## src/hw/rtl/wavp_pkg.sv

```systemverilog
// shared types and constants for the pcm16 mono wav stream parser
// no dependencies; used by the top level and its checker
package wavp_pkg;

  localparam logic [31:0] TagRiff = 32'h5249_4646;
  localparam logic [31:0] TagWave = 32'h5741_5645;
  localparam logic [31:0] TagFmt  = 32'h666D_7420;
  localparam logic [31:0] TagData = 32'h6461_7461;

  localparam logic [31:0] DefaultRateReset = 32'd16000;
  localparam logic [15:0] NeededBits       = 16'd16;
  localparam logic [15:0] FormatPcm        = 16'd1;
  localparam logic [15:0] MonoChannels     = 16'd1;
  localparam logic [3:0]  FmtHeadLast      = 4'd15;

  localparam int unsigned AddrWidth = 3;
  localparam logic        RegDefaultRate = 1'b0;

  typedef enum logic [2:0] {
    PH_RIFF = 3'd0,
    PH_CHDR = 3'd1,
    PH_FMT  = 3'd2,
    PH_SKIP = 3'd3,
    PH_DATA = 3'd4,
    PH_IDLE = 3'd5
  } phase_e;

  typedef enum logic [1:0] {
    KIND_HDR_OK     = 2'd0,
    KIND_SAMPLE     = 2'd1,
    KIND_HDR_REJECT = 2'd2
  } kind_e;

  typedef enum logic [1:0] {
    ERR_NONE        = 2'd0,
    ERR_NOT_RIFF    = 2'd1,
    ERR_MISSING     = 2'd2,
    ERR_UNSUPPORTED = 2'd3
  } err_e;

  typedef struct packed {
    logic [7:0] file_byte;
    logic       end_of_file;
  } in_item_t;

  typedef struct packed {
    logic [1:0]         kind;
    logic [1:0]         error_code;
    logic [31:0]        sample_rate;
    logic signed [15:0] sample;
    logic               last_sample;
  } out_item_t;

endpackage

```

## src/hw/rtl/wav_pcm16_mono_stream_parser_top.sv

```systemverilog
// top level of the pcm16 mono wav stream parser: byte-wide header walker and sample packer
// depends on wavp_pkg
//
// usage: the in channel carries one file byte per transfer plus an end_of_file flag on
// the final byte. the out channel carries at most one result per byte: header accepted
// (with the sample rate, default_rate when the header gives 0), header rejected (with an
// error code) or one 16-bit sample with a last flag. the apb port holds default_rate at
// address 0; the user must write it only while the stream is idle, as the block does not
// enforce this. the result of a transferred byte goes into the output register and is
// presented on the out channel from there. throughput: one byte per cycle; all per-byte
// work sits between the parser state and the output register, so the output register
// handshake alone sets the rate.
// stalls: a byte is taken whenever the output register is empty or is being drained in
// the same cycle, so a stalled receiver holds back the byte stream one result deep.
// reset: the parser waits for a riff preamble, the output register is empty and
// default_rate returns to 16000. no clearing pass is needed. after the end_of_file byte
// the parser rearms by itself.
module wav_pcm16_mono_stream_parser_top (
  input  logic                               clk_i,
  input  logic                               rst_ni,
  input  logic                               in_valid_i,
  output logic                               in_ready_o,
  input  wavp_pkg::in_item_t                 in_data_i,
  output logic                               out_valid_o,
  input  logic                               out_ready_i,
  output wavp_pkg::out_item_t                out_data_o,
  input  logic                               psel,
  input  logic                               penable,
  input  logic                               pwrite,
  input  logic [wavp_pkg::AddrWidth-1:0]     paddr,
  input  logic [31:0]                        pwdata,
  output logic [31:0]                        prdata,
  output logic                               pready
);

  wavp_pkg::phase_e phase_q, phase_d;
  logic [3:0]  pos_q, pos_d;
  logic [31:0] tag_q, tag_d;
  logic [31:0] len_q, len_d;
  logic [31:0] skip_q, skip_d;
  logic [15:0] fmt_code_q, fmt_code_d;
  logic [15:0] chans_q, chans_d;
  logic [31:0] hdr_rate_q, hdr_rate_d;
  logic [15:0] depth_q, depth_d;
  logic        fmt_seen_q, fmt_seen_d;
  logic [31:0] remain_q, remain_d;
  logic [7:0]  low_q, low_d;
  logic        half_q, half_d;
  logic [31:0] default_rate_q;

  logic                out_valid_q;
  wavp_pkg::out_item_t out_q, res;
  logic                res_valid;
  logic                in_fire;
  logic [7:0]          b;
  logic                eof;

  // config port
  assign pready = 1'b1;
  assign prdata = (paddr[wavp_pkg::AddrWidth-1] == wavp_pkg::RegDefaultRate) ?
                  default_rate_q : 32'd0;

  always_ff @(posedge clk_i or negedge rst_ni) begin
    if (!rst_ni) begin
      default_rate_q <= wavp_pkg::DefaultRateReset;
    end else if (psel && penable && pwrite && pready &&
                 paddr[wavp_pkg::AddrWidth-1] == wavp_pkg::RegDefaultRate) begin
      default_rate_q <= pwdata;
    end
  end

  assign in_ready_o = !out_valid_q || out_ready_i;
  assign in_fire    = in_valid_i && in_ready_o;
  assign b          = in_data_i.file_byte;
  assign eof        = in_data_i.end_of_file;

  always_comb begin
    phase_d    = phase_q;
    pos_d      = pos_q;
    tag_d      = tag_q;
    len_d      = len_q;
    skip_d     = skip_q;
    fmt_code_d = fmt_code_q;
    chans_d    = chans_q;
    hdr_rate_d = hdr_rate_q;
    depth_d    = depth_q;
    fmt_seen_d = fmt_seen_q;
    remain_d   = remain_q;
    low_d      = low_q;
    half_d     = half_q;
    res_valid  = 1'b0;
    res        = '0;

    case (phase_q)
      wavp_pkg::PH_RIFF: begin
        if (pos_q < 4'd4 || pos_q >= 4'd8) begin
          tag_d = {tag_q[23:0], b};
        end
        if ((pos_q == 4'd3 && tag_d != wavp_pkg::TagRiff) ||
            (pos_q == 4'd11 && tag_d != wavp_pkg::TagWave)) begin
          phase_d        = wavp_pkg::PH_IDLE;
          res_valid      = 1'b1;
          res.kind       = wavp_pkg::KIND_HDR_REJECT;
          res.error_code = wavp_pkg::ERR_NOT_RIFF;
        end else if (pos_q == 4'd11) begin
          phase_d = wavp_pkg::PH_CHDR;
          pos_d   = 4'd0;
          tag_d   = 32'd0;
        end else begin
          pos_d = pos_q + 4'd1;
        end
      end
      wavp_pkg::PH_CHDR: begin
        if (pos_q < 4'd4) begin
          tag_d = {tag_q[23:0], b};
        end else begin
          len_d = {b, len_q[31:8]};
        end
        if (pos_q >= 4'd7) begin
          if (tag_d == wavp_pkg::TagFmt) begin
            fmt_code_d = 16'd0;
            chans_d    = 16'd0;
            hdr_rate_d = 32'd0;
            depth_d    = 16'd0;
            fmt_seen_d = 1'b1;
            skip_d     = len_d;
            pos_d      = 4'd0;
            phase_d    = (len_d == 32'd0) ? wavp_pkg::PH_CHDR : wavp_pkg::PH_FMT;
          end else if (tag_d == wavp_pkg::TagData) begin
            remain_d  = len_d;
            half_d    = 1'b0;
            res_valid = 1'b1;
            if (!fmt_seen_q) begin
              phase_d        = wavp_pkg::PH_IDLE;
              res.kind       = wavp_pkg::KIND_HDR_REJECT;
              res.error_code = wavp_pkg::ERR_MISSING;
            end else if (fmt_code_q != wavp_pkg::FormatPcm ||
                         depth_q != wavp_pkg::NeededBits ||
                         chans_q != wavp_pkg::MonoChannels) begin
              phase_d        = wavp_pkg::PH_IDLE;
              res.kind       = wavp_pkg::KIND_HDR_REJECT;
              res.error_code = wavp_pkg::ERR_UNSUPPORTED;
            end else begin
              phase_d         = wavp_pkg::PH_DATA;
              res.kind        = wavp_pkg::KIND_HDR_OK;
              res.sample_rate = (hdr_rate_q != 32'd0) ? hdr_rate_q : default_rate_q;
            end
          end else begin
            skip_d  = len_d;
            pos_d   = 4'd0;
            phase_d = (len_d == 32'd0) ? wavp_pkg::PH_CHDR : wavp_pkg::PH_SKIP;
          end
        end else begin
          pos_d = pos_q + 4'd1;
        end
      end
      wavp_pkg::PH_FMT: begin
        case (pos_q)
          4'd0:    fmt_code_d[7:0]  = b;
          4'd1:    fmt_code_d[15:8] = b;
          4'd2:    chans_d[7:0]     = b;
          4'd3:    chans_d[15:8]    = b;
          4'd4:    hdr_rate_d[7:0]   = b;
          4'd5:    hdr_rate_d[15:8]  = b;
          4'd6:    hdr_rate_d[23:16] = b;
          4'd7:    hdr_rate_d[31:24] = b;
          4'd14:   depth_d[7:0]     = b;
          4'd15:   depth_d[15:8]    = b;
          default: ;
        endcase
        skip_d = skip_q - 32'd1;
        if (skip_d == 32'd0) begin
          phase_d = wavp_pkg::PH_CHDR;
          pos_d   = 4'd0;
        end else if (pos_q >= wavp_pkg::FmtHeadLast) begin
          // rest of a long fmt chunk is skipped
          phase_d = wavp_pkg::PH_SKIP;
          pos_d   = 4'd0;
        end else begin
          pos_d = pos_q + 4'd1;
        end
      end
      wavp_pkg::PH_SKIP: begin
        if (skip_q != 32'd0) begin
          skip_d = skip_q - 32'd1;
        end
        if (skip_d == 32'd0) begin
          phase_d = wavp_pkg::PH_CHDR;
          pos_d   = 4'd0;
        end
      end
      wavp_pkg::PH_DATA: begin
        if (remain_q != 32'd0) begin
          remain_d = remain_q - 32'd1;
          if (!half_q) begin
            low_d  = b;
            half_d = 1'b1;
          end else begin
            half_d          = 1'b0;
            res_valid       = 1'b1;
            res.kind        = wavp_pkg::KIND_SAMPLE;
            res.sample      = {b, low_q};
            res.last_sample = (remain_d < 32'd2) || eof;
          end
        end
      end
      default: ;
    endcase

    // end of file: report a truncated header unless this byte already produced a result
    if (eof && !res_valid) begin
      if (phase_d == wavp_pkg::PH_RIFF) begin
        res_valid      = 1'b1;
        res.kind       = wavp_pkg::KIND_HDR_REJECT;
        res.error_code = wavp_pkg::ERR_NOT_RIFF;
      end else if (phase_d == wavp_pkg::PH_CHDR || phase_d == wavp_pkg::PH_FMT ||
                   phase_d == wavp_pkg::PH_SKIP) begin
        res_valid      = 1'b1;
        res.kind       = wavp_pkg::KIND_HDR_REJECT;
        res.error_code = wavp_pkg::ERR_MISSING;
      end
    end
    if (eof) begin
      phase_d    = wavp_pkg::PH_RIFF;
      pos_d      = 4'd0;
      tag_d      = 32'd0;
      len_d      = 32'd0;
      skip_d     = 32'd0;
      fmt_code_d = 16'd0;
      chans_d    = 16'd0;
      hdr_rate_d = 32'd0;
      depth_d    = 16'd0;
      fmt_seen_d = 1'b0;
      remain_d   = 32'd0;
      low_d      = 8'd0;
      half_d     = 1'b0;
    end
  end

  always_ff @(posedge clk_i or negedge rst_ni) begin
    if (!rst_ni) begin
      phase_q    <= wavp_pkg::PH_RIFF;
      pos_q      <= 4'd0;
      tag_q      <= 32'd0;
      len_q      <= 32'd0;
      skip_q     <= 32'd0;
      fmt_code_q <= 16'd0;
      chans_q    <= 16'd0;
      hdr_rate_q <= 32'd0;
      depth_q    <= 16'd0;
      fmt_seen_q <= 1'b0;
      remain_q   <= 32'd0;
      low_q      <= 8'd0;
      half_q     <= 1'b0;
    end else if (in_fire) begin
      phase_q    <= phase_d;
      pos_q      <= pos_d;
      tag_q      <= tag_d;
      len_q      <= len_d;
      skip_q     <= skip_d;
      fmt_code_q <= fmt_code_d;
      chans_q    <= chans_d;
      hdr_rate_q <= hdr_rate_d;
      depth_q    <= depth_d;
      fmt_seen_q <= fmt_seen_d;
      remain_q   <= remain_d;
      low_q      <= low_d;
      half_q     <= half_d;
    end
  end

  // output register
  always_ff @(posedge clk_i or negedge rst_ni) begin
    if (!rst_ni) begin
      out_valid_q <= 1'b0;
    end else if (in_ready_o) begin
      out_valid_q <= in_fire && res_valid;
    end
  end

  always_ff @(posedge clk_i) begin
    if (in_fire && res_valid) begin
      out_q <= res;
    end
  end

  assign out_valid_o = out_valid_q;
  assign out_data_o  = out_q;

endmodule

```

## config.mk

```make
export PLATFORM = sky130hd
export DESIGN_NAME = wav_pcm16_mono_stream_parser_top
export DESIGN_NICKNAME = d
export VERILOG_FILES = /design/src/hw/rtl/wavp_pkg.sv /design/src/hw/rtl/wav_pcm16_mono_stream_parser_top.sv
export SDC_FILE = /design/constraint.sdc
export NUM_CORES = 1
export LEC_CHECK = 0
export ABC_AREA = 1
export BUFFER_PORTS_ARGS = -buffer_cell sky130_fd_sc_hd__clkbuf_2
export CORE_MARGIN = 5
export CORE_UTILIZATION = 50
export DETAILED_ROUTE_END_ITERATION = 8
export PLACE_DENSITY = 0.82
export SLEW_MARGIN = 20
export SYNTH_ARGS = -nofsm -noshare
export SYNTH_HDL_FRONTEND = slang
export SYNTH_SLANG_ARGS = --single-unit
```

## constraint.sdc

```tcl
create_clock -name clk_i -period 4.8 [get_ports clk_i]
set_clock_uncertainty 0.15 [all_clocks]
set_input_delay 0.48 -clock clk_i [delete_from_list [all_inputs] [get_ports clk_i]]
set_output_delay 0.48 -clock clk_i [all_outputs]
set_load 0.05 [all_outputs]
```

==> results.cfg, run 1 <==
[final_layout]
drive_gt1_share_pct = 9.28
syn2layout_area_growth_pct = 13.0
n_antenna_cell = 0
final_common_cell = nand2_1
layout_common_cells = nand2_1, nor2_1, o21ai_0, dfrtp_1, inv_1
nNetsFinal = 2586
fin_util_pct = 57.1

[placement]
gp_congestion = 0.969
dp_hpwl_mm = 36.1
port_buffers = 135
place_ws_ps = 907

[yosys]
yosys_warnings = 0
ys_ff_latch = 311
yosys_most_used_dff = dfrtp_1
synthArstFlopShare_pct = 83.0
postSynthCellCount = 2429
syn_area_mm2 = 0.0175
synth_cell_types = 43
syn_area_per_cell_um2 = 7.19
syn_nets = 2487
synth_edf_count = 53
ys_seq_area_share_pct = 46.1

[clock_tree]
ctsResizeCount = 0
clk-insertion-delay-late_ps = 550
cts_tree = yes
cts.sinks = 311
cts_buffers = 34
clock_path_buffers = 3
root_buffer = clkbuf_16
cts_max_level = 2
clkTransAtPathRegs_ps = 60

[floorplan]
die_w_um = 197
initial_core_util_pct = 50.6
std_cell_rows = 68
die_y_um = 197
dieArea_mm2 = 0.0388
ios = 139
coreArea_mm2 = 0.0345

[critical_path]
crit_family = simple AND/OR/NAND/NOR gates
crit_type = register to register
required_ps = 4830
endpoint_kind = register
path_cells = inv_1 > nand2_1 > nand2_1 > nand2_1 > inv_1 > nor2_1 > nand3_1 > nor2_1 > and2_1 > nand3_1 > o2111ai_1 > inv_1 > nor2_4 > buf_4
cp.depth = 14
ff2ff_path_depth = 14
worstPathArrival_ps = 4020
cp-start-kind = register
rrSetupSlack_ps = 810
cp_slowest_cell = nand2_1
timing.rr.start = pos_q[2]
cp_slowest_stage_delay_ps = 620
endpoint = out_data_o[22]
crit_fanout = 34
worst-path-buf-inv = 4
critPathLaunch = pos_q[2]
timing.rr.end = out_data_o[22]

[sta]
whs_ps = 21.5
finalSetupViolCount = 0
maxSlewViolCount = 0
rsz0062_at_grt = false
fin_crit_sh_pct = 83.2
hold_violations = 0
min_period_ps = 3990
fin_ws_ps = 808
tightest_slew_ps = 1160
fin_tns_setup_ps = 0
fmax_ghz = 0.250
slew_headroom_pct = 22.6

[drt]
dr_wl_met3_mm = 3.60
wl_per_cell_um = 17.2
met2WireLength_mm = 25.3
dr.pass1.iters = 6
wl_met1_mm = 20.6
vias = 16959
final_antenna_net_count = 0
drc = 0
highest_layer = met5
drtIter0Drc = 1712
routed_wl_mm = 51.6
routed_via_density = 5.64

[grt]
grt_pass1_vias = 16203
grt_overflow = 0
antenna_found_initial = 1
grt_max_degree = 108
grt_first_pass_wirelength_mm = 83.4
grt_use_total_pct = 26.2

[job]
drv_cap = 0

[outcome]
status = finished clean

[min_path]
hold_class = input port to register
-- stage by stage --
| step | std cells | instance area [um2] |
|---|---|---|
| after floorplan | 2429 | 17500 |
| after global routing | 3009 | 19700 |
| after global placement | 2942 | 18500 |
| final | 3009 | 19700 |
| after detailed placement | 2942 | 18500 |
| after CTS | 3009 | 19700 |
-- what timing repair did --
item                      4_1_cts  5_1_grt
hold endpoints to repair      104        0
hold buffers                    5        0
setup buffers                   0        0
-- tightest hold or removal path, cell delays in order --
cell and delay (ps):
clkbuf_2 80, nor2_1 90, a21oi_1 50
-- state kept, by name, indices dropped and copies added (netlist names) --
signal	flops
depth_q	16
out_valid_o	1
skip_q	32
len_q	32
fmt_code_q	16
hdr_rate_q	32
remain_q	32
chans_q	16
fmt_seen_q	1
pos_q	4
low_q	8
tag_q	32
half_q	1
default_rate_q	32
phase_q	3
out_data_o	53
-- routing by layer --
metal	up-vias	GRT usage [%]
met2	762	45.0
met4	2	10.4
met5	-	0
met3	153	3.64
li1	8161	-
met1	7881	33.7
-- worst min-delay path by stage --
stage | from | endpoint | slack [ps] | cells past startpoint
2_1_floorplan | rst_ni | chans_q[0] | 30 | 0
3_3_place_gp | depth_q[10] | depth_q[10] | 310 | 2
3_5_place_dp | chans_q[9] | chans_q[9] | 320 | 2
4_1_cts | pwdata[27] | default_rate_q[27] | 10 | 3
5_1_grt | pwdata[28] | default_rate_q[28] | 20 | 3
6_report | pwdata[7] | default_rate_q[7] | 20 | 3
-- Yosys cell counts (4+ instances only) --
master	number	area, um2
xor2_1	25	219
o21ai_0	267	1340
a22oi_1	12	90.1
dfstp_2	6	158
xnor2_1	6	52.6
or2_2	6	37.5
clkinv_1	5	18.8
o311ai_0	6	52.6
inv_1	242	908
o211ai_1	15	113
clkbuf_1	84	315
ha_1	7	87.6
nor3_1	21	105
edfxtp_1	53	1590
o31ai_1	4	30.0
nand2_1	674	2530
buf_2	14	70.1
nor4_1	9	56.3
nand4_1	42	263
dfrtp_1	252	6310
a21oi_1	114	571
o22ai_1	80	500
nor2_1	372	1400
o2111ai_1	10	87.6
nand3_1	78	390
-- kinds of logic (layout without fill, tap and decap cells) --
kind of cell             after synthesis  in the layout  synth area share, %
AO/OA/AOI/OAI                        516            516                 16.3
AND/OR/NAND/NOR                     1211           1211                 27.8
adder cells (fa/ha/maj)                7              7                0.501
buffers and inverters                352            477                 7.73
other                                  1              1               0.0215
XOR/XNOR                              31             31                 1.55
flip-flops                           311            311                 46.1
-- area by class of cell --
cell class | instances | area (um2)
tap | 455 | 569
clock inverter | 11 | 161
sequential | 311 | 8060
timing repair buffer | 167 | 951
fill | 3128 | 14800
inverter | 248 | 931
multi-input combinational | 1766 | 8090
clock buffer | 51 | 985
Power of run 1 is not shown: default switching activity piles up to over one toggle a cycle in this logic, so the estimate is an artifact.
==> run 2: changes to the inputs <==
==> constraint.sdc (replaced) <==
create_clock -name clk_i -period 3.4 [get_ports clk_i]
set_clock_uncertainty 0.15 [all_clocks]
set_input_delay 0.34 -clock clk_i [delete_from_list [all_inputs] [get_ports clk_i]]
set_output_delay 0.34 -clock clk_i [all_outputs]
set_load 0.05 [all_outputs]
==> results.cfg, run 2 (synthesis gave the netlist of run 1 again) <==
[outcome]
status = finished clean

[critical_path]
required_ps = 3650
path_cells = nor2_4 > buf_12 > nand2_1 > o21ai_0 > nand2_1 > nor2_1 > nand2_1 > nor4_2 > nand2_1 > a21oi_4 > buf_12 > o31ai_1 > buf_4 > nand2_1 > o21ai_0
critPathLaunch = pos_q[2]
cp_slowest_stage_delay_ps = 440
ff2ff_path_depth = 15
worstPathArrival_ps = 3450
endpoint = chans_q[13]
crit_fanout = 36
cp_common_cell = nand2_1
timing.rr.end = chans_q[13]
timing.rr.start = pos_q[2]
endpoint_kind = register
cp_slowest_cell = dfrtp_1
crit_type = register to register
rrSetupSlack_ps = 200
cp-start-kind = register

[grt]
grt_use_met3_pct = 3.56
grt_first_pass_wirelength_mm = 87.4
grt_max_degree = 81
grt_use_total_pct = 27.5
use_met1_pct = 34.4
use_met2_pct = 47.9
grt_pass1_vias = 16979
grt_overflow = 0
grt-busiest-layer = met2
antenna_found_initial = 1

[final_layout]
syn2layout_area_growth_pct = 18.7
n_antenna_cell = 0
drive_gt1_share_pct = 12.4
largest_register_ffs = 53
layout_common_cells = nand2_1, nor2_1, dfrtp_1, o21ai_0, inv_1
nNetsFinal = 2687
final_common_cell = nand2_1

[floorplan]
die_w_um = 197
std_cell_rows = 68
ios = 139
dieArea_mm2 = 0.0388
initial_core_util_pct = 50.6
coreArea_mm2 = 0.0345
die_y_um = 197

[drt]
wl_per_cell_um = 17.6
drtIter0Drc = 1629
dr.pass1.iters = 5
vias = 17587
routed_via_density = 5.65
routed_wl_mm = 54.6
final_antenna_net_count = 0
drc = 0

[min_path]
hold-path-cell-count = 5
hold_start = in_data_i[2]
hold_class = input port to register

[clock_tree]
cts_buffers = 35
clock_path_buffers = 3
cts_tree = yes
cts.sinks = 311
clk-insertion-delay-late_ps = 550
clkTransAtPathRegs_ps = 60
cts_max_level = 2
root_buffer = clkbuf_16

[sta]
tightest_slew_ps = 936
fin_crit_sh_pct = 94.0
min_period_ps = 3200
hold_violations = 0
rsz0062_at_grt = false
maxSlewViolCount = 0
fmax_ghz = 0.313
fin_tns_setup_ps = 0
slew_headroom_pct = 37.5
finalSetupViolCount = 0

[placement]
gp_congestion = 0.994
port_buffers = 135
dp_hpwl_mm = 38.0

[job]
drv_cap = 0
==> run 2: critical path: cells and delay by family (launching register included) <==
family,cells,cell delay [ps]
compound gates,4,490
buf+inv,3,580
simple gates,8,1360
flops,1,440
==> run 2: worst min-delay path by stage <==
stage	end
2_1_floorplan	chans_q[0]
3_3_place_gp	chans_q[7]
3_5_place_dp	chans_q[7]
4_1_cts	low_q[5]
5_1_grt	out_data_o[14]
6_report	tag_q[1]
==> run 2: area by class of cell <==
type | count | area (um2)
clock buffer | 46 | 968
clock inverter | 17 | 200
fill | 3023 | 13800
inverter | 248 | 935
multi-input combinational | 1766 | 8130
sequential | 311 | 8060
tap | 455 | 569
timing repair buffer | 267 | 1880
==> run 2: through the flow <==
step	instances	setup slack (ps)	area (um2)	hold WS, ps	util [%]
floorplan	2429	99.1	17500	-106	-
global placement	3009	190	19100	192	55.3
detailed placement	3009	125	19100	202	55.3
CTS	3106	87.7	20600	154	59.7
global route	3110	3.64	20700	188	60.0
finish	3110	202	20700	153	60.0
==> run 2: layer usage <==
metal	part of all wire (%)	routed length, um
met5	0.024	13
met4	4.7	2580
met3	6.9	3770
met2	49	27000
met1	39	21300
==> run 2: timing repair <==
| action | CTS | global route |
|---|---|---|
| gates resized for setup | 0 | 41 |
| hold buffers | 34 | 0 |
| buffers inserted | 0 | 3 |
| endpoints found under the hold margin | 102 | 0 |
| endpoints found under the setup margin | 0 | 184 |
Power of run 2 is left out for the same reason.
==> run 3: changes to the inputs <==
--- a/config.mk
+++ b/config.mk
@@ -7,10 +7,13 @@
 export LEC_CHECK = 0
 export ABC_AREA = 1
 export BUFFER_PORTS_ARGS = -buffer_cell sky130_fd_sc_hd__clkbuf_2
+export CELL_PAD_IN_SITES_DETAIL_PLACEMENT = 1
+export CELL_PAD_IN_SITES_GLOBAL_PLACEMENT = 1
 export CORE_MARGIN = 5
-export CORE_UTILIZATION = 50
+export CORE_UTILIZATION = 40
 export DETAILED_ROUTE_END_ITERATION = 8
-export PLACE_DENSITY = 0.82
+export MAX_ROUTING_LAYER = met4
+export PLACE_DENSITY = 0.88
 export SLEW_MARGIN = 20
 export SYNTH_ARGS = -nofsm -noshare
 export SYNTH_HDL_FRONTEND = slang
==> results.cfg, run 3 (synthesis gave the netlist of run 1 again) <==
[critical_path]
crit_family = simple AND/OR/NAND/NOR gates
worst-path-buf-inv = 3
required_ps = 3690
critPathLaunch = pos_q[3]
timing.rr.start = pos_q[3]
cp_slowest_stage_delay_ps = 440
crit_type = register to register
endpoint_kind = register
path_cells = nor2_4 > buf_12 > clkbuf_16 > nand2_1 > nand2_1 > nand2_1 > nor2_1 > nand2_1 > nor4_4 > nand2_1 > a21oi_4 > buf_12 > nand2_2 > o21ai_0
cp_slowest_cell = dfrtp_1
cp-start-kind = register
crit_fanout = 18
cp_common_cell = nand2_1
worstPathArrival_ps = 3680

[power]
ir_drop_uv = 1060
leakage_nw = 10.5
power_density_mw_per_mm2 = 1280
p_total_mw = 27.0

[drt]
drc = 0
wl_per_cell_um = 22.8
routed_via_density = 5.87
dr.pass1.iters = 6
routed_wl_mm = 74.1
final_antenna_net_count = 0
vias = 19072
drtIter0Drc = 1801

[sta]
tightest_slew_ps = 1030
finalSetupViolCount = 0
hold_violations = 0
whs_ps = 155
min_period_ps = 3390
fin_ws_ps = 5.80
fin_crit_sh_pct = 99.8
maxSlewViolCount = 0
fmax_ghz = 0.295
slew_headroom_pct = 31.1

[final_layout]
fill_cells = 5458
largest_register_ffs = 53
nNetsFinal = 2695
drive_gt1_share_pct = 13.2
layout_common_cells = nand2_1, nor2_1, dfrtp_1, o21ai_0, inv_1
syn2layout_area_growth_pct = 21.0
final_common_cell = nand2_1
fin_util_pct = 49.0
final_area_mm2 = 0.0211

[clock_tree]
cts_max_level = 2
clock_path_buffers = 3
cts_buffers = 36
clkTransAtPathRegs_ps = 70
clk-insertion-delay-late_ps = 580
cts_tree = yes
cts.sinks = 311
root_buffer = clkbuf_16

[floorplan]
die_y_um = 219
die_w_um = 219
coreArea_mm2 = 0.0432
ios = 139
dieArea_mm2 = 0.0480
initial_core_util_pct = 40.5
std_cell_rows = 76

[job]
drv_cap = 0

[min_path]
hold_class = input port to register
hold_start = in_data_i[2]

[outcome]
status = finished clean

[placement]
placedInstanceArea_mm2 = 0.0193
gp_congestion = 0.966
dp_hpwl_mm = 46.1
port_buffers = 135
place_ws_ps = 56.8

[grt]
grt_pass1_vias = 19985
grt_overflow = 0
grt_max_degree = 101
antenna_found_initial = 1
grt_use_total_pct = 29.9
grt_first_pass_wirelength_mm = 111
run 3: tightest hold or removal path, delay by kind of cell:
family                 cells  cell delay (ps)
buffers and inverters      3              380
AO/OA/AOI/OAI              1               90
run 3: report_power, final:
group	switching (mW)	internal, mW
clock network	1.80	2.23
logic	12.2	5.67
registers	0.645	4.48
run 3: worst paths after layout:
| path | cells past startpoint | endpoint | slack [ps] |
|---|---|---|---|
| max | 14 | hdr_rate_q[25] | 6 |
| min | 4 | low_q[1] | 150 |
| max reg2reg | 14 | hdr_rate_q[25] | 6 |
| min reg2reg | 2 | depth_q[14] | 330 |
| max in group asynchronous | 3 | default_rate_q[29] | 1760 |
| min in group asynchronous | 2 | tag_q[25] | 270 |
run 3: routing by layer:
layer	track usage, %	up-vias	share of wire [%]
met5	-	-	0
met1	33.5	9484	37
met4	18.5	0	7.3
met2	50.9	883	49
met3	3.99	326	6.1
li1	-	8379	-
run 3: cell type report:
cell class / count / area, um2 / area share (%)
sequential: 311 / 8060 / 38.1
antenna: 1 / 2.50 / 0.0118
clock inverter: 16 / 143 / 0.675
inverter: 248 / 935 / 4.42
multi-input combinational: 1766 / 8210 / 38.8
clock buffer: 48 / 1030 / 4.86
tap: 585 / 732 / 3.46
timing repair buffer: 274 / 2040 / 9.63
run 3: timing repair:
| item | in CTS | in global routing |
|---|---|---|
| cloned | 0 | 3 |
| pin swaps | 0 | 3 |
| hold buffers | 34 | 0 |
| buffers inserted | 0 | 8 |
| hold endpoints to repair | 123 | 0 |
| resized for setup | 1 | 70 |
| endpoints found under the setup margin | 6 | 201 |
run 3: through the flow:
stage / setup TNS [ps] / cells
after floorplan: 0 / 2429
after global placement: 0 / 3139
after detailed placement: 0 / 3139
after CTS: -248 / 3237
after global routing: -1430 / 3249
final: 0 / 3249
No activity file was read; power rests on OpenSTA's default activity.
